<file path="config.mk">
export PLATFORM = sky130hd
export DESIGN_NAME = pmbus_write_gate_pec_check
export DESIGN_NICKNAME = d
export VERILOG_FILES = /design/src/sv/pwg_pkg.sv /design/src/sv/pwg_front.sv /design/src/sv/pwg_queue.sv /design/src/sv/pwg_back.sv /design/src/sv/pmbus_write_gate_pec_check.sv
export SDC_FILE = /design/constraint.sdc
export NUM_CORES = 1
export LEC_CHECK = 0
export CAP_MARGIN = 20
export CORE_ASPECT_RATIO = 0.75
export CORE_MARGIN = 4
export CORE_UTILIZATION = 44
export DETAILED_ROUTE_END_ITERATION = 7
export DONT_BUFFER_PORTS = 1
export PLACE_DENSITY_LB_ADDON = 0.15
export SETUP_SLACK_MARGIN = 0.02
export SLEW_MARGIN = 30
export SYNTH_ARGS = -nofsm -noshare
export SYNTH_HDL_FRONTEND = slang
export SYNTH_HIERARCHICAL = 1
export SYNTH_SLANG_ARGS = --single-unit
</file>
<file path="constraint.sdc">
create_clock -name clk -period 8.8 [get_ports clk]
set_input_delay 1.76 -clock clk [delete_from_list [all_inputs] [get_ports clk]]
set_output_delay 1.76 -clock clk [all_outputs]
set_load 0.01 [all_outputs]
</file>
<file path="src/sv/pwg_pkg.sv">
// Shared types, constants and the CRC-8 step function for the PMBus write gate.
// No dependencies; imported by every module of the block.
`default_nettype none

package pwg_pkg;

    // Verdict codes given with each finished transaction
    typedef enum logic [2:0] {
        V_FORWARD  = 3'd0,
        V_SKIP     = 3'd1,
        V_SECURITY = 3'd2,
        V_BADLEN   = 3'd3,
        V_NOPEC    = 3'd4,
        V_MISMATCH = 3'd5
    } verdict_t;

    // Transaction kinds; anything at or above block write is a block write
    localparam logic [1:0] KIND_BYTE = 2'd0;
    localparam logic [1:0] KIND_WORD = 2'd1;

    // Configuration register indexes
    localparam logic CFG_DEV_ADDR = 1'b0;
    localparam logic CFG_INC_LEN  = 1'b1;

    localparam logic [7:0] CRC_POLY    = 8'h07;
    localparam logic [7:0] CMD_PASSKEY = 8'h0E;
    localparam logic [7:0] BYTE_LEN    = 8'd1;
    localparam logic [7:0] WORD_LEN    = 8'd2;

    // Queue between front and back
    localparam int QDEPTH = 2;
    localparam int QPTR_W = (QDEPTH > 1) ? $clog2(QDEPTH) : 1;
    localparam int QCNT_W = $clog2(QDEPTH + 1);

    // One classified request as it travels from front to back
    typedef struct packed {
        logic       first;
        logic [7:0] hdr_pec;
        logic       data_valid;
        logic [7:0] data_byte;
        logic       last;
        verdict_t   pre_verdict;
        logic       pec_check;
        logic [7:0] expected_pec;
    } q_entry_t;

    // SMBus PEC: CRC-8, MSB first, one byte
    function automatic logic [7:0] crc8_byte(input logic [7:0] crc, input logic [7:0] b);
        logic [7:0] c;
        c = crc ^ b;
        for (int i = 0; i < 8; i++) begin
            if (c[7])
                c = {c[6:0], 1'b0} ^ CRC_POLY;
            else
                c = {c[6:0], 1'b0};
        end
        return c;
    endfunction

    function automatic logic is_read_only(input logic [7:0] c);
        logic ro;
        case (c) inside
            8'h24, 8'h28, 8'h47, 8'h98, 8'h99,
            8'hC8, 8'hDD, 8'hDE, 8'hDF, 8'hE0: ro = 1'b1;
            default:                           ro = 1'b0;
        endcase
        return ro;
    endfunction

endpackage

`default_nettype wire

</file>
<file path="src/sv/pwg_front.sv">
// Front end: configuration registers, request accept and classification.
// Depends on pwg_pkg; feeds pwg_queue.
`default_nettype none

module pwg_front
    import pwg_pkg::*;
(
    input  wire logic       clk,
    input  wire logic       rst_n,
    input  wire logic       cfg_we,
    input  wire logic       cfg_index,
    input  wire logic [6:0] cfg_data,
    input  wire logic       in_valid,
    output logic            in_stall,
    input  wire logic [1:0] kind,
    input  wire logic [7:0] cmd_code,
    input  wire logic [7:0] data_count,
    input  wire logic [7:0] data_byte,
    input  wire logic       data_valid,
    input  wire logic       first,
    input  wire logic       last,
    input  wire logic       has_pec,
    input  wire logic [7:0] expected_pec,
    input  wire logic       q_full,
    output logic            push,
    output q_entry_t        push_entry
);

    logic [6:0] dev_addr_reg;
    logic       inc_len_reg;
    logic [7:0] hdr;
    logic       block;
    verdict_t   pre;
    logic       chk;

    always_ff @(posedge clk or negedge rst_n)
    begin
        if (!rst_n)
        begin
            dev_addr_reg <= 7'd0;
            inc_len_reg  <= 1'b1;
        end
        else if (cfg_we)
        begin
            case (cfg_index)
                CFG_DEV_ADDR: dev_addr_reg <= cfg_data;
                CFG_INC_LEN:  inc_len_reg  <= cfg_data[0];
                default:      ;
            endcase
        end
    end

    // Header PEC: address with write bit, command, optional length byte
    always_comb
    begin
        block = kind[1];
        hdr   = crc8_byte(8'd0, {dev_addr_reg, 1'b0});
        hdr   = crc8_byte(hdr, cmd_code);
        if (block && inc_len_reg)
            hdr = crc8_byte(hdr, data_count);
    end

    // Decide everything but the PEC compare, in the order each kind checks
    always_comb
    begin
        pre = V_FORWARD;
        chk = 1'b0;
        if (kind == KIND_BYTE && data_count != BYTE_LEN)
            pre = V_BADLEN;
        else if (kind == KIND_WORD && data_count == 8'd0)
            pre = V_BADLEN;
        else if (is_read_only(cmd_code))
            pre = V_SKIP;
        else if (cmd_code == CMD_PASSKEY)
            pre = V_SECURITY;
        else if (!has_pec || (kind == KIND_WORD && data_count != WORD_LEN))
            pre = V_NOPEC;
        else
            chk = 1'b1;
    end

    assign in_stall = q_full;
    assign push     = in_valid && !q_full;

    always_comb
    begin
        push_entry.first        = first;
        push_entry.hdr_pec      = hdr;
        push_entry.data_valid   = data_valid;
        push_entry.data_byte    = data_byte;
        push_entry.last         = last;
        push_entry.pre_verdict  = pre;
        push_entry.pec_check    = chk;
        push_entry.expected_pec = expected_pec;
    end

endmodule

`default_nettype wire

</file>
<file path="src/sv/pwg_queue.sv">
// Short register queue of classified requests between front and back.
// Depends on pwg_pkg.
`default_nettype none

module pwg_queue
    import pwg_pkg::*;
(
    input  wire logic clk,
    input  wire logic rst_n,
    input  wire logic push,
    input  q_entry_t  push_entry,
    output logic      full,
    input  wire logic pop,
    output q_entry_t  head,
    output logic      empty
);

    q_entry_t          mem_reg [QDEPTH];
    logic [QPTR_W-1:0] wr_ptr_reg, wr_ptr_next;
    logic [QPTR_W-1:0] rd_ptr_reg, rd_ptr_next;
    logic [QCNT_W-1:0] count_reg, count_next;

    assign full  = (count_reg == QCNT_W'(QDEPTH));
    assign empty = (count_reg == '0);
    assign head  = mem_reg[rd_ptr_reg];

    always_comb
    begin
        wr_ptr_next = wr_ptr_reg;
        rd_ptr_next = rd_ptr_reg;
        count_next  = count_reg;
        if (push)
            wr_ptr_next = (wr_ptr_reg == QPTR_W'(QDEPTH - 1)) ? '0 : wr_ptr_reg + 1'b1;
        if (pop)
            rd_ptr_next = (rd_ptr_reg == QPTR_W'(QDEPTH - 1)) ? '0 : rd_ptr_reg + 1'b1;
        if (push && !pop)
            count_next = count_reg + 1'b1;
        else if (pop && !push)
            count_next = count_reg - 1'b1;
    end

    always_ff @(posedge clk or negedge rst_n)
    begin
        if (!rst_n)
        begin
            wr_ptr_reg <= '0;
            rd_ptr_reg <= '0;
            count_reg  <= '0;
        end
        else
        begin
            wr_ptr_reg <= wr_ptr_next;
            rd_ptr_reg <= rd_ptr_next;
            count_reg  <= count_next;
        end
    end

    always_ff @(posedge clk)
    begin
        if (push)
            mem_reg[wr_ptr_reg] <= push_entry;
    end

endmodule

`default_nettype wire

</file>
<file path="src/sv/pwg_back.sv">
// Back end: running PEC, final compare and the output register.
// Depends on pwg_pkg; drains pwg_queue.
`default_nettype none

module pwg_back
    import pwg_pkg::*;
(
    input  wire logic  clk,
    input  wire logic  rst_n,
    input  q_entry_t   head,
    input  wire logic  empty,
    output logic       pop,
    output logic       out_valid,
    input  wire logic  out_stall,
    output logic [2:0] verdict,
    output logic [7:0] computed_pec
);

    logic [7:0] pec_reg, pec_next;
    logic       out_valid_reg, out_valid_next;
    verdict_t   verdict_reg;
    logic [7:0] pec_out_reg;
    logic [7:0] pec_cur;
    verdict_t   fin;
    logic       slot_free;

    assign slot_free = !out_valid_reg || !out_stall;
    // A non-last request needs no output slot
    assign pop = !empty && (!head.last || slot_free);

    always_comb
    begin
        pec_cur = head.first ? head.hdr_pec : pec_reg;
        if (head.data_valid)
            pec_cur = crc8_byte(pec_cur, head.data_byte);
        fin = head.pre_verdict;
        if (head.pec_check)
            fin = (pec_cur != head.expected_pec) ? V_MISMATCH : V_FORWARD;
    end

    always_comb
    begin
        pec_next       = pec_reg;
        out_valid_next = out_valid_reg && out_stall;
        if (pop)
        begin
            // Restart from zero once a transaction closes
            pec_next = head.last ? 8'd0 : pec_cur;
            if (head.last)
                out_valid_next = 1'b1;
        end
    end

    always_ff @(posedge clk or negedge rst_n)
    begin
        if (!rst_n)
        begin
            pec_reg       <= 8'd0;
            out_valid_reg <= 1'b0;
        end
        else
        begin
            pec_reg       <= pec_next;
            out_valid_reg <= out_valid_next;
        end
    end

    always_ff @(posedge clk)
    begin
        if (pop && head.last)
        begin
            verdict_reg <= fin;
            pec_out_reg <= pec_cur;
        end
    end

    assign out_valid    = out_valid_reg;
    assign verdict      = verdict_reg;
    assign computed_pec = pec_out_reg;

endmodule

`default_nettype wire

</file>
<file path="src/sv/pmbus_write_gate_pec_check.sv">
// PMBus write gate with SMBus PEC check (CRC-8, polynomial 0x07).
//
// Input channel (in_valid / in_stall): one request per bus data byte of a
// write byte, write word or block write. first opens a transaction, last
// closes it. Output channel (out_valid / out_stall): one verdict and the
// computed PEC per transaction, produced on its last request only.
// Configuration: cfg_we writes cfg_data into register cfg_index
// (0 device address, 1 include block length); write only while idle.
// Throughput: one request per cycle while the queue is not full. The front
// classifies a request and computes the header PEC in its accept cycle; a
// two-entry queue decouples it from the back, which folds one data byte per
// cycle into the running PEC unless a last request waits for the output
// slot. A last request is queued, then the back registers its result.
// When out_stall holds a result, the back keeps draining requests that are
// not last; in_stall rises only once the queue is full. Reset: running PEC
// clears to zero, queue and output empty, device address 0, include length 1.
`default_nettype none

module pmbus_write_gate_pec_check
    import pwg_pkg::*;
(
    input  wire logic       clk,
    input  wire logic       rst_n,
    input  wire logic       cfg_we,
    input  wire logic       cfg_index,
    input  wire logic [6:0] cfg_data,
    input  wire logic       in_valid,
    output logic            in_stall,
    input  wire logic [1:0] kind,
    input  wire logic [7:0] cmd_code,
    input  wire logic [7:0] data_count,
    input  wire logic [7:0] data_byte,
    input  wire logic       data_valid,
    input  wire logic       first,
    input  wire logic       last,
    input  wire logic       has_pec,
    input  wire logic [7:0] expected_pec,
    output logic            out_valid,
    input  wire logic       out_stall,
    output logic [2:0]      verdict,
    output logic [7:0]      computed_pec
);

    logic     q_full;
    logic     q_empty;
    logic     push;
    logic     pop;
    q_entry_t push_entry;
    q_entry_t head;

    pwg_front u_front (
        .clk          (clk),
        .rst_n        (rst_n),
        .cfg_we       (cfg_we),
        .cfg_index    (cfg_index),
        .cfg_data     (cfg_data),
        .in_valid     (in_valid),
        .in_stall     (in_stall),
        .kind         (kind),
        .cmd_code     (cmd_code),
        .data_count   (data_count),
        .data_byte    (data_byte),
        .data_valid   (data_valid),
        .first        (first),
        .last         (last),
        .has_pec      (has_pec),
        .expected_pec (expected_pec),
        .q_full       (q_full),
        .push         (push),
        .push_entry   (push_entry)
    );

    pwg_queue u_queue (
        .clk        (clk),
        .rst_n      (rst_n),
        .push       (push),
        .push_entry (push_entry),
        .full       (q_full),
        .pop        (pop),
        .head       (head),
        .empty      (q_empty)
    );

    pwg_back u_back (
        .clk          (clk),
        .rst_n        (rst_n),
        .head         (head),
        .empty        (q_empty),
        .pop          (pop),
        .out_valid    (out_valid),
        .out_stall    (out_stall),
        .verdict      (verdict),
        .computed_pec (computed_pec)
    );

endmodule

`default_nettype wire
</file>
### Word-level counts from Yosys, hierarchy flattened

Memories as Yosys holds them, arrays and structs flattened.
Cells that the tools add are included.

| operators by class | value |
|---|---|
| add/subtract/negate cells | 4 |
| eq/ne operators | 16 |
| muxes and demuxes | 73 |
| bitwise logic cells | 36 |
| reductions and logical operators | 28 |

Operators with widths:

| operator | count |
|---|---|
| $mux W8 | 18 |
| $mux W3 | 39 |
| $not A3 Y3 | 32 |
| $eq A8 B8 Y1 const B | 7 |
| $xor A8 B8 Y8 | 3 |
| $eq A8 B6 Y1 const B | 2 |
| $mux W1 | 14 |
| $logic_and A1 B1 Y1 | 10 |
| $reduce_or A10 Y1 | 1 |
| $eq A8 B4 Y1 const B | 1 |
| $eq A8 B7 Y1 const B | 1 |
| $logic_not A1 Y1 | 8 |
| $logic_not A8 Y1 | 1 |
| $ne A8 B1 Y1 const B | 1 |
| $ne A8 B2 Y1 const B | 1 |
| $ne A8 B8 Y1 | 1 |
| $logic_not A2 Y1 | 2 |
| $mux W2 | 2 |
| $reduce_and A2 Y1 | 2 |
| $logic_or A1 B1 Y1 | 3 |
| $add A1 B1 Y1 const B | 2 |
| $add A2 B1 Y2 const B | 1 |
| $eq A2 B1 Y1 const B | 1 |
| $eq A2 B2 Y1 const B | 1 |
| 3 further kinds | 3 |

| storage, ports and cells | value |
|---|---|
| bits in registers | 32 |
| bits in writable memories | 62 |
| bits of input ports | 51 |
| output and inout bits | 13 |
| word-level logic and storage cells | 167 |
| memories | 1 |

Memories:

| memory | words | width | rd ports | clocked after Yosys merged registers in | wr ports | RTL line | source |
|---|---|---|---|---|---|---|---|
| u_queue.mem_reg | 2 | 31 | 1 | 0 | 1 | pwg_queue.sv:18 | `q_entry_t mem_reg [QDEPTH];` |

### Depth between registers and ports, before layout

Gate-level depths: netlist of run 1.

| depth | value |
|---|---|
| word-level depth | 58 |
| gate-level depth with buffers | 11 |
| mapped depth without buffers | 8 |

### Modules after synthesis

The synthesis of run 1 kept the hierarchy.

Modules (own cells, without submodules):

| module | instances | cells an instance | area each (um^2) | seq. area each (um^2) |
|---|---|---|---|---|
| pwg_queue | 1 | 113 | 2577.5 | 1961.9 |
| pwg_front | 1 | 149 | 1521.5 | 201.4 |
| pwg_back | 1 | 119 | 1447.6 | 555.5 |

### Worst setup path after synthesis of run 1

No wires, ideal clock.

| path | value |
|---|---|
| path kind | input -> register |
| start | input in_valid |
| end | memory u_queue/mem_reg[0][0] (netlist bit), enable pin |
| library setup time | 0.423 ns |
| arrival | 3.444 ns |
| data required time | 8.377 ns |
| path slack | 4.933 ns |
| cell stages on the path | 2 |
| path buffers | 0 |
| path through | nor2b_1 -> nor2b_1 |

| on the way | value |
|---|---|
| longest elaborated chain between the ends | 3 |

Ends and longest elaborated chain:

| what | RTL line | source |
|---|---|---|
| start, declared | pmbus_write_gate_pec_check.sv:27 | `input wire logic in_valid,` |
| $logic_and A1 B1 Y1 | pwg_front.sv:83 | `assign push = in_valid && !q_full;` |
| $mux W1 | pwg_queue.sv:60 | `if (push)` |
| $mux W1 (not written as such) | pwg_queue.sv:61 | `mem_reg[wr_ptr_reg] <= push_entry;` |
| end, declared | pwg_queue.sv:18 |  |

Every way passes these cells.

==> results of run 1 <==
-- critical path, delay by kind of cell (launching register included) --
| kind | cells | cell delay (ns) |
|---|---|---|
| mux | 3 | 1.34 |
| xor+xnor | 3 | 0.64 |
| compound gates | 2 | 0.61 |
| buf+inv | 1 | 0.49 |
| flops | 1 | 0.34 |
-- final cells by class --
type | instances | area, um^2 | share of cell area
Clock buffer | 13 | 240 | 0.0415
Clock inverter | 3 | 45.0 | 0.00779
Inverter | 4 | 15.0 | 0.00260
Multi-Input combinational cell | 249 | 2530 | 0.438
Sequential cell | 94 | 2720 | 0.470
Tap cell | 166 | 208 | 0.0359
Timing Repair Buffer | 3 | 22.5 | 0.00389
-- where the power goes --
| part | total, mW | leakage (nW) | internal [mW] | switching, mW |
|---|---|---|---|---|
| Clock | 0.372 | 0.130 | 0.221 | 0.152 |
| Sequential | 0.777 | 0.936 | 0.701 | 0.0761 |
| Combinational | 1.46 | 1.16 | 0.719 | 0.742 |
-- final timing paths --
path / to / cells after the start
setup / recovery: u_back/verdict[2]$_DFFE_PP_ / 9
min in group asynchronous: u_front/dev_addr_reg[1]$_DFFE_PN0P_ / 0
hold / removal: u_queue/count_reg[1]$_DFFE_PN0P_ / 1
hold reg to reg: u_queue/count_reg[1]$_DFFE_PN0P_ / 1
max in group asynchronous: u_front/inc_len_reg$_DFFE_PN1P_ / 0
setup reg to reg: u_back/verdict[2]$_DFFE_PP_ / 9
-- per-stage QoR --
| stage | instance area, um^2 | worst slack, ns | instances |
|---|---|---|---|
| floorplan | 5550 | 4.93 | 381 |
| global placement | 5500 | 5.10 | 516 |
| detailed placement | 5500 | 5.06 | 516 |
| CTS | 5790 | 5.06 | 532 |
| global route | 5790 | 4.85 | 532 |
| finish | 5790 | 5.09 | 532 |
-- cells in the mapped netlist, drive strengths merged, types with 3 or more instances --
master	n	share of area
o21ai	8	0.0079
mux2i	11	0.026
nand2b	4	0.0045
nor3b	3	0.0041
buf	30	0.048
inv	4	0.0027
xnor2	60	0.11
a21oi	4	0.0036
nor2b	5	0.0056
xor2	28	0.047
nand2	20	0.014
dfrtp	20	0.090
xor3	3	0.013
clkbuf	4	0.0027
mux2	41	0.10
edfxtp	73	0.40
or4	3	0.0041
xnor3	15	0.061
nor2	9	0.0061
nor4b	3	0.0047
a22o	8	0.013
-- routing by layer --
layer	routed length, um	up-vias	global-route usage
met5	0	-	0
met4	50	0	0.0363
met3	781	4	0.0472
met2	4220	64	0.193
met1	5020	1302	0.231
li1	-	1298	-
-- cells by family (layout without fill, tap and decap cells) --
| family | Yosys count | after routing | synth area share |
|---|---|---|---|
| multiplexers | 52 | 52 | 0.129 |
| AO/OA/AOI/OAI | 31 | 31 | 0.0415 |
| buffers and inverters | 38 | 23 | 0.0532 |
| adder cells (fa/ha/maj) | 1 | 1 | 0.00226 |
| AND/OR/NAND/NOR | 59 | 59 | 0.0568 |
| XOR/XNOR | 106 | 106 | 0.227 |
| flip-flops | 94 | 94 | 0.490 |
==> impl_metrics.env, run 1 <==
export IMPL_fin_hold_ws_ns=0.486
export IMPL_clockBufferDepth=2
export IMPL_relSlewSlack=0.580
export IMPL_worstSetupPathType="flop to flop"
export IMPL_crit_top_cell="xnor2_2"
export IMPL_clock_sinks=94
export IMPL_synth_cell_types=56
export IMPL_clk_latency_ns=0.33
export IMPL_vias_per_cell=5.02
export IMPL_worstPathArrival_ns=3.77
export IMPL_post_cts_buffers=0
export IMPL_pin_count=64
export IMPL_wl_per_cell_um=18.9
export IMPL_synth_fp_nets=433
export IMPL_worstPathCellList="buf_4 -> mux2_4 -> mux2i_2 -> xnor2_2 -> xnor2_2 -> mux2i_4 -> xnor2_1 -> a2111oi_2 -> a21oi_1"
export IMPL_area_growth_pct=4.31
export IMPL_p_leak_nw=2.23
export IMPL_ant_nets=0
export IMPL_rows=35
export IMPL_coreArea_um2=12300
export IMPL_final_cell_mix="73 x edfxtp_1, 53 x xnor2_1, 29 x mux2_4"
export IMPL_cp_end_kind="flop"
export IMPL_fmax_mhz=270
export IMPL_cp_required_ns=8.86
export IMPL_synth_seq_cells=94
export IMPL_synth_edf_count=73
export IMPL_diodes=0
export IMPL_hp_class="flop to flop"
export IMPL_fp_dieW_um=138
export IMPL_first_global_vias=2708
export IMPL_cts_made_buffers=9
export IMPL_largest_reg_flops=62
export IMPL_worst_r2r_startpoint="u_queue/rd_ptr_reg$_DFFE_PN0P_"
export IMPL_rsz0062_at_grt="false"
export IMPL_htree_num_levels=3
export IMPL_dieArea_um2=14500
export IMPL_period_needed_ns=3.71
export IMPL_syn_area_um2=5550
export IMPL_grt_overflow=0
export IMPL_postCtsHoldBufs=0
export IMPL_drc=0
export IMPL_async_flop_share=0.223
export IMPL_cts_tree="built"
export IMPL_worstMarginPinSlew_ns=0.627
export IMPL_hold_viol=0
export IMPL_report_power_total_mw=2.61
export IMPL_grtUsageTotal=0.147
export IMPL_antenna_found_initial=0
export IMPL_max_stage_delay_ns=0.50
export IMPL_finalSetupTns_ns=0
export IMPL_finish_utilization=0.470
export IMPL_grt_max_degree=33
export IMPL_startpoint="u_queue/rd_ptr_reg$_DFFE_PN0P_"
export IMPL_setup_viol=0
export IMPL_nets=413
export IMPL_power_density_nw_per_um2=451
export IMPL_syn_area_per_cell_um2=14.6
export IMPL_syn_inst=381
export IMPL_grt_first_pass_wirelength_um=15800
export IMPL_first_iter_violations=158
export IMPL_status="finished, final reports clean"
export IMPL_ys_flop_type="edfxtp_1"
export IMPL_maxSlewViolCount=0
export IMPL_layout_commonest_cell="edfxtp_1"
export IMPL_synth_seq_area_share=0.490
export IMPL_wl_um=10100
export IMPL_synth_warnings=6
export IMPL_drv_cap=0
export IMPL_n_fill_cell=1067
export IMPL_cts_repair_resize_count=0
export IMPL_cp_start_kind="flop"
export IMPL_io_buffers=0
export IMPL_start_util=0.451
export IMPL_min_from="u_queue/count_reg[1]$_DFFE_PN0P_"
export IMPL_ir_drop_v=0.000183
export IMPL_place_hpwl_um=7540
export IMPL_clock_skew_ns=0.00588
export IMPL_dieHeight_um=105
export IMPL_routed_via_count=2668
export IMPL_r2r_slack_ns=5.09
export IMPL_slowest_stage="mux2i_2"
export IMPL_drive_gt1_frac=0.213
export IMPL_drt_pass1_iter_count=4
export IMPL_clk_pin_slew_worst_paths_ns=0.06
export IMPL_post_route_period_util=0.422
export IMPL_gp_congestion=0.806
export IMPL_clockRootBuffer="clkbuf_16"
export IMPL_path_max_fanout=32
Note: power is estimated with default switching activity, not from simulation.
==> inputs of run 2 (changes only) <==
clock period = 3.75 ns   (was 8.8 ns; I/O delays follow)
==> impl_metrics.env, run 2 (synthesized netlist as in run 1, its figures left out) <==
export IMPL_grtUsageTotal=0.156
export IMPL_clk_latency_ns=0.34
export IMPL_r2r_cells=9
export IMPL_worstPathCellList="buf_4 -> mux2_4 -> mux2i_2 -> xnor2_2 -> xnor2_2 -> mux2i_4 -> xnor2_1 -> a2111oi_2 -> a21oi_1"
export IMPL_n_fill_cell=1072
export IMPL_fmax_mhz=307
export IMPL_drc=0
export IMPL_wl_per_cell_um=20.0
export IMPL_antenna_found_initial=0
export IMPL_crit_family="multiplexers"
export IMPL_place_hpwl_um=8180
export IMPL_drv_cap=0
export IMPL_clock_sinks=94
export IMPL_routed_via_count=2745
export IMPL_relSlewSlack=0.454
export IMPL_clockRootBuffer="clkbuf_16"
export IMPL_setup_viol=0
export IMPL_post_cts_buffers=0
export IMPL_cts_repair_resize_count=0
export IMPL_post_route_period_util=0.868
export IMPL_finalSetupTns_ns=0
export IMPL_cp_required_ns=3.82
export IMPL_dieArea_um2=14500
export IMPL_gp_congestion=0.834
export IMPL_rows=35
export IMPL_layout_commonest_cell="edfxtp_1"
export IMPL_status="finished, final reports clean"
export IMPL_worstSetupPathType="flop to flop"
export IMPL_power_density_nw_per_um2=1060
export IMPL_cts_made_buffers=9
export IMPL_worst_r2r_startpoint="u_queue/rd_ptr_reg$_DFFE_PN0P_"
export IMPL_fp_dieW_um=138
export IMPL_slowest_stage="dfrtp_2"
export IMPL_worstMarginPinSlew_ns=0.815
export IMPL_htree_num_levels=3
export IMPL_hp_class="input pin to asynchronous set/reset pin"
export IMPL_grt_overflow=0
export IMPL_clk_pin_slew_worst_paths_ns=0.07
export IMPL_io_buffers=0
export IMPL_cp_start_kind="flop"
export IMPL_start_util=0.451
export IMPL_wl_um=10700
export IMPL_vias_per_cell=5.14
export IMPL_max_stage_delay_ns=0.53
export IMPL_first_iter_violations=188
export IMPL_diodes=0
export IMPL_first_global_vias=2806
export IMPL_maxSlewViolCount=0
export IMPL_hold_viol=0
export IMPL_worstPathArrival_ns=3.33
export IMPL_nets=415
export IMPL_regToRegEndpoint="u_back/verdict[2]$_DFFE_PP_"
export IMPL_cp_end_kind="flop"
export IMPL_r2r_slack_ns=0.49
export IMPL_final_cell_mix="73 x edfxtp_1, 53 x xnor2_1, 29 x mux2_4"
export IMPL_p_leak_nw=2.24
export IMPL_startpoint="u_queue/rd_ptr_reg$_DFFE_PN0P_"
export IMPL_ant_nets=0
export IMPL_pin_count=64
export IMPL_grt_first_pass_wirelength_um=16700
export IMPL_cts_tree="built"
export IMPL_grt_max_degree=22
export IMPL_drt_pass1_iter_count=4
export IMPL_path_max_fanout=9
export IMPL_fin_hold_ws_ns=0.0954
export IMPL_critPathCapture="u_back/verdict[2]$_DFFE_PP_"
export IMPL_rsz0062_at_grt="false"
export IMPL_area_growth_pct=4.85
export IMPL_postCtsHoldBufs=0
export IMPL_largest_reg_flops=62
export IMPL_clockBufferDepth=2
export IMPL_period_needed_ns=3.26
export IMPL_clock_skew_ns=0.00890
export IMPL_crit_cells=9
export IMPL_crit_buf_inv=1
export IMPL_coreArea_um2=12300
export IMPL_ir_drop_v=0.000471
export IMPL_dieHeight_um=105
export IMPL_crit_top_cell="xnor2_2"
export IMPL_drive_gt1_frac=0.226
## run 2: worst min-delay path by stage
stage,startpoint,end,cells past startpoint
floorplan,rst_n,u_back/out_valid$_DFF_PN0_,0
global placement,rst_n,u_front/dev_addr_reg[1]$_DFFE_PN0P_,0
detailed placement,rst_n,u_front/dev_addr_reg[2]$_DFFE_PN0P_,0
CTS,rst_n,u_front/dev_addr_reg[4]$_DFFE_PN0P_,0
global route,rst_n,u_front/dev_addr_reg[4]$_DFFE_PN0P_,0
finish,rst_n,u_front/dev_addr_reg[4]$_DFFE_PN0P_,0
## run 2: cell type report
type                            instances  area, um^2  area share
Sequential cell                        94        2720       0.468
Multi-Input combinational cell        249        2530       0.436
Clock buffer                            9         225      0.0387
Tap cell                              166         208      0.0357
Timing Repair Buffer                    5        62.6      0.0108
Clock inverter                          7        50.0     0.00861
Inverter                                4        15.0     0.00258
## run 2: through the flow
step	area (um^2)	util	power, mW	cells	worst slack, ns
after floorplan	5550	-	4.75	381	0.787
after global placement	5540	0.450	5.32	518	0.602
after detailed placement	5540	0.450	5.35	518	0.515
after CTS	5820	0.473	6.23	534	0.479
after global routing	5820	0.473	6.56	534	0.265
final	5820	0.473	6.17	534	0.493
## run 2: power breakdown
group | internal [mW] | total, mW | switching (mW)
clock | 0.450 | 0.835 | 0.385
sequential | 1.64 | 1.86 | 0.211
combinational | 1.72 | 3.48 | 1.77
## run 2: metal layers
layer | up-vias | global-route usage | wire (um)
met5 | - | 0 | 0
met1 | 1364 | 0.242 | 5430
met3 | 9 | 0.0415 | 615
met2 | 64 | 0.213 | 4510
met4 | 0 | 0.0406 | 114
li1 | 1308 | - | -
## run 2: worst register-to-register path, stage by stage, from the launching register on
cell and delay [ns]:
dfrtp_2 0.53, buf_4 0.28, mux2_4 0.32, mux2i_2 0.35, xnor2_2 0.17, xnor2_2 0.29, mux2i_4 0.37, xnor2_1 0.12
a2111oi_2 0.44, a21oi_1 0.12
==> inputs of run 3 (changes only) <==
ABC_AREA = 1   (was default)
==> impl_metrics.env, run 3 <==
export IMPL_status="finished, final reports clean"
export IMPL_place_hpwl_um=11800
export IMPL_setup_viol=0
export IMPL_fin_area_um2=6590
export IMPL_io_buffers=0
export IMPL_yosysTopAreaCell="edfxtp_1"
export IMPL_cp_required_ns=3.85
export IMPL_drt_pass1_iter_count=5
export IMPL_fmax_mhz=348
export IMPL_gr_usage_met1=0.294
export IMPL_clk_latency_ns=0.35
export IMPL_cts_tree="built"
export IMPL_gp_congestion=0.975
export IMPL_postCtsHoldBufs=0
export IMPL_finalNonFillerCells=928
export IMPL_dpl_cell_area_um2=6290
export IMPL_largest_reg_flops=62
export IMPL_diodes=0
export IMPL_maxSlewViolCount=0
export IMPL_clockBufferDepth=2
export IMPL_ir_drop_v=0.000363
export IMPL_r2r_cells=12
export IMPL_synth_edf_count=73
export IMPL_dieHeight_um=112
export IMPL_worstPathCellList="buf_4 -> mux2_4 -> inv_1 -> nand3_1 -> nand3_1 -> nand2_1 -> nor2_1 -> nand2_1 -> nor2_1 -> nand2_1 -> nand2_1 -> nand2_1"
export IMPL_power_density_nw_per_um2=905
export IMPL_hp_class="input pin to asynchronous set/reset pin"
export IMPL_crit_cells=12
export IMPL_synth_largest_type_area_fraction=0.347
export IMPL_worstSetupPathType="flop to flop"
export IMPL_post_route_period_util=0.765
export IMPL_synth_fp_nets=817
export IMPL_drv_cap=0
export IMPL_drc=0
export IMPL_relSlewSlack=0.476
export IMPL_crit_top_cell="nand2_1"
export IMPL_clock_skew_ns=0.00722
export IMPL_grtUsageMet3=0.0537
export IMPL_htree_num_levels=3
export IMPL_final_seq_area_um2=2720
export IMPL_syn_area_um2=6330
export IMPL_async_flop_share=0.223
export IMPL_syn_area_per_cell_um2=8.27
export IMPL_path_max_fanout=17
export IMPL_post_cts_buffers=0
export IMPL_cp_end_kind="flop"
export IMPL_clk_pin_slew_worst_paths_ns=0.07
export IMPL_worstPathArrival_ns=2.97
export IMPL_wl_per_cell_um=16.4
export IMPL_pin_count=64
export IMPL_synth_cell_types=44
export IMPL_hold_viol=0
export IMPL_period_needed_ns=2.87
export IMPL_cp_start_kind="flop"
export IMPL_synth_most_common_cell="nand2_1"
export IMPL_grt_use_met2=0.261
export IMPL_dieArea_um2=16400
export IMPL_p_leak_nw=3.13
export IMPL_synth_seq_area_share=0.430
export IMPL_n_fill_cell=1317
export IMPL_clock_sinks=94
export IMPL_coreArea_um2=13900
export IMPL_grt_max_degree=22
export IMPL_rows=37
export IMPL_antenna_found_initial=0
export IMPL_wl_um=15200
export IMPL_routed_via_count=5006
export IMPL_clockRootBuffer="clkbuf_16"
export IMPL_final_cell_mix="252 x nand2_1, 122 x nand3_1, 73 x edfxtp_1"
export IMPL_finish_utilization=0.475
export IMPL_grt_first_pass_wirelength_um=24600
export IMPL_synth_seq_cells=94
export IMPL_busiest_layer="met1"
export IMPL_nets=800
export IMPL_fp_dieW_um=146
export IMPL_first_global_vias=4667
export IMPL_crit_family="simple AND/OR/NAND/NOR gates"
export IMPL_multi_input_area_um2=2970
export IMPL_start_util=0.455
export IMPL_slowest_stage="dfrtp_2"
export IMPL_area_growth_pct=4.23
export IMPL_synthTopCellsByCount="252 x nand2_1, 122 x nand3_1, 73 x edfxtp_1"
export IMPL_cts_made_buffers=9
export IMPL_cts_repair_resize_count=0
export IMPL_max_stage_delay_ns=0.51
export IMPL_vias_per_cell=5.39
export IMPL_ant_nets=0
export IMPL_ys_flop_type="edfxtp_1"
export IMPL_worstMarginPinSlew_ns=0.776
export IMPL_first_iter_violations=426
export IMPL_dp_cells=912
export IMPL_crit_buf_inv=2
export IMPL_rsz0062_at_grt="false"
export IMPL_grt_overflow=0
export IMPL_synth_warnings=6
export IMPL_grtUsageTotal=0.190
export IMPL_finalSetupTns_ns=0
export IMPL_syn_inst=765
export IMPL_layout_commonest_cell="nand2_1"
export IMPL_drive_gt1_frac=0.175
export IMPL_synthTopCellsByArea="edfxtp_1 35%, nand2_1 15%, nand3_1 9.7%, dfrtp_1 7.9%, mux2_4 6.9%"
[run 3: changes by cell type after synthesis, moves of 11 or more]
| cell | previous run | this run |
|---|---|---|
| nand2_2 | 0 | 46 |
| o21ai_0 | 5 | 16 |
| nand2_1 | 20 | 252 |
| inv_1 | 4 | 69 |
| nor2_1 | 9 | 28 |
| xnor2_1 | 53 | 5 |
| xor2_1 | 26 | 8 |
| inv_2 | 0 | 11 |
| nand3_1 | 1 | 122 |
| xnor3_1 | 14 | 0 |
[run 3: kinds of logic (layout without fill, tap and decap cells)]
logic type,count (synthesis),in the layout,share of synthesized area
AOI/OAI and AO/OA,30,30,0.0265
muxes,32,32,0.0742
DFF,94,94,0.430
xor gates and xnor gates,16,16,0.0275
adders and majority gates,1,1,0.00198
buffers and inverters,120,108,0.101
and+or+nand+nor,472,472,0.339
[run 3: routing by layer]
| layer | share of wire | vias to the layer above |
|---|---|---|
| met5 | 0 | - |
| met4 | 0.0082 | 0 |
| met3 | 0.092 | 13 |
| met2 | 0.40 | 200 |
| met1 | 0.50 | 2340 |
| li1 | - | 2453 |
[run 3: final timing paths]
kind	slack (ns)	startpoint	endpoint
min reg2reg	0.51	u_queue/count_reg[1]$_DFFE_PN0P_	u_queue/count_reg[1]$_DFFE_PN0P_
max in group asynchronous	3.48	rst_n	u_front/inc_len_reg$_DFFE_PN1P_
min in group clk	0.46	cfg_we	u_front/inc_len_reg$_DFFE_PN1P_
min	0.09	rst_n	u_front/dev_addr_reg[4]$_DFFE_PN0P_
max reg2reg	0.88	u_queue/rd_ptr_reg$_DFFE_PN0P_	u_back/verdict[2]$_DFFE_PP_
max	0.88	u_queue/rd_ptr_reg$_DFFE_PN0P_	u_back/verdict[2]$_DFFE_PP_
[run 3: power by group]
group	total, mW	internal, mW	switching, mW
combinational	3.30	1.13	2.17
sequential	1.74	1.55	0.184
clock	0.925	0.538	0.387
total	5.97	3.23	2.74
[run 3: worst register-to-register path, delay by kind of cell, from the launching register on]
family / cells / cell delay [ns]
and+or+nand+nor: 9 / 0.89
DFF: 1 / 0.51
buffers and inverters: 2 / 0.78
muxes: 1 / 0.43
[run 3: metrics by stage]
step | power (mW) | worst slack (ns) | hold WS, ns
2_1_floorplan | 4.40 | 0.978 | 0.454
3_3_place_gp | 4.96 | 0.894 | 0.455
3_5_place_dp | 5.02 | 0.906 | 0.455
4_1_cts | 5.96 | 0.893 | 0.0784
5_1_grt | 6.49 | 0.590 | 0.0659
6_report | 5.97 | 0.880 | 0.0927
[run 3: final cells by class]
cell class | instances | area share
Clock buffer | 10 | 0.0362
Sequential cell | 94 | 0.413
Inverter | 85 | 0.0491
Clock inverter | 6 | 0.0104
Timing Repair Buffer | 7 | 0.00797
Tap cell | 175 | 0.0332
Multi-Input combinational cell | 551 | 0.450
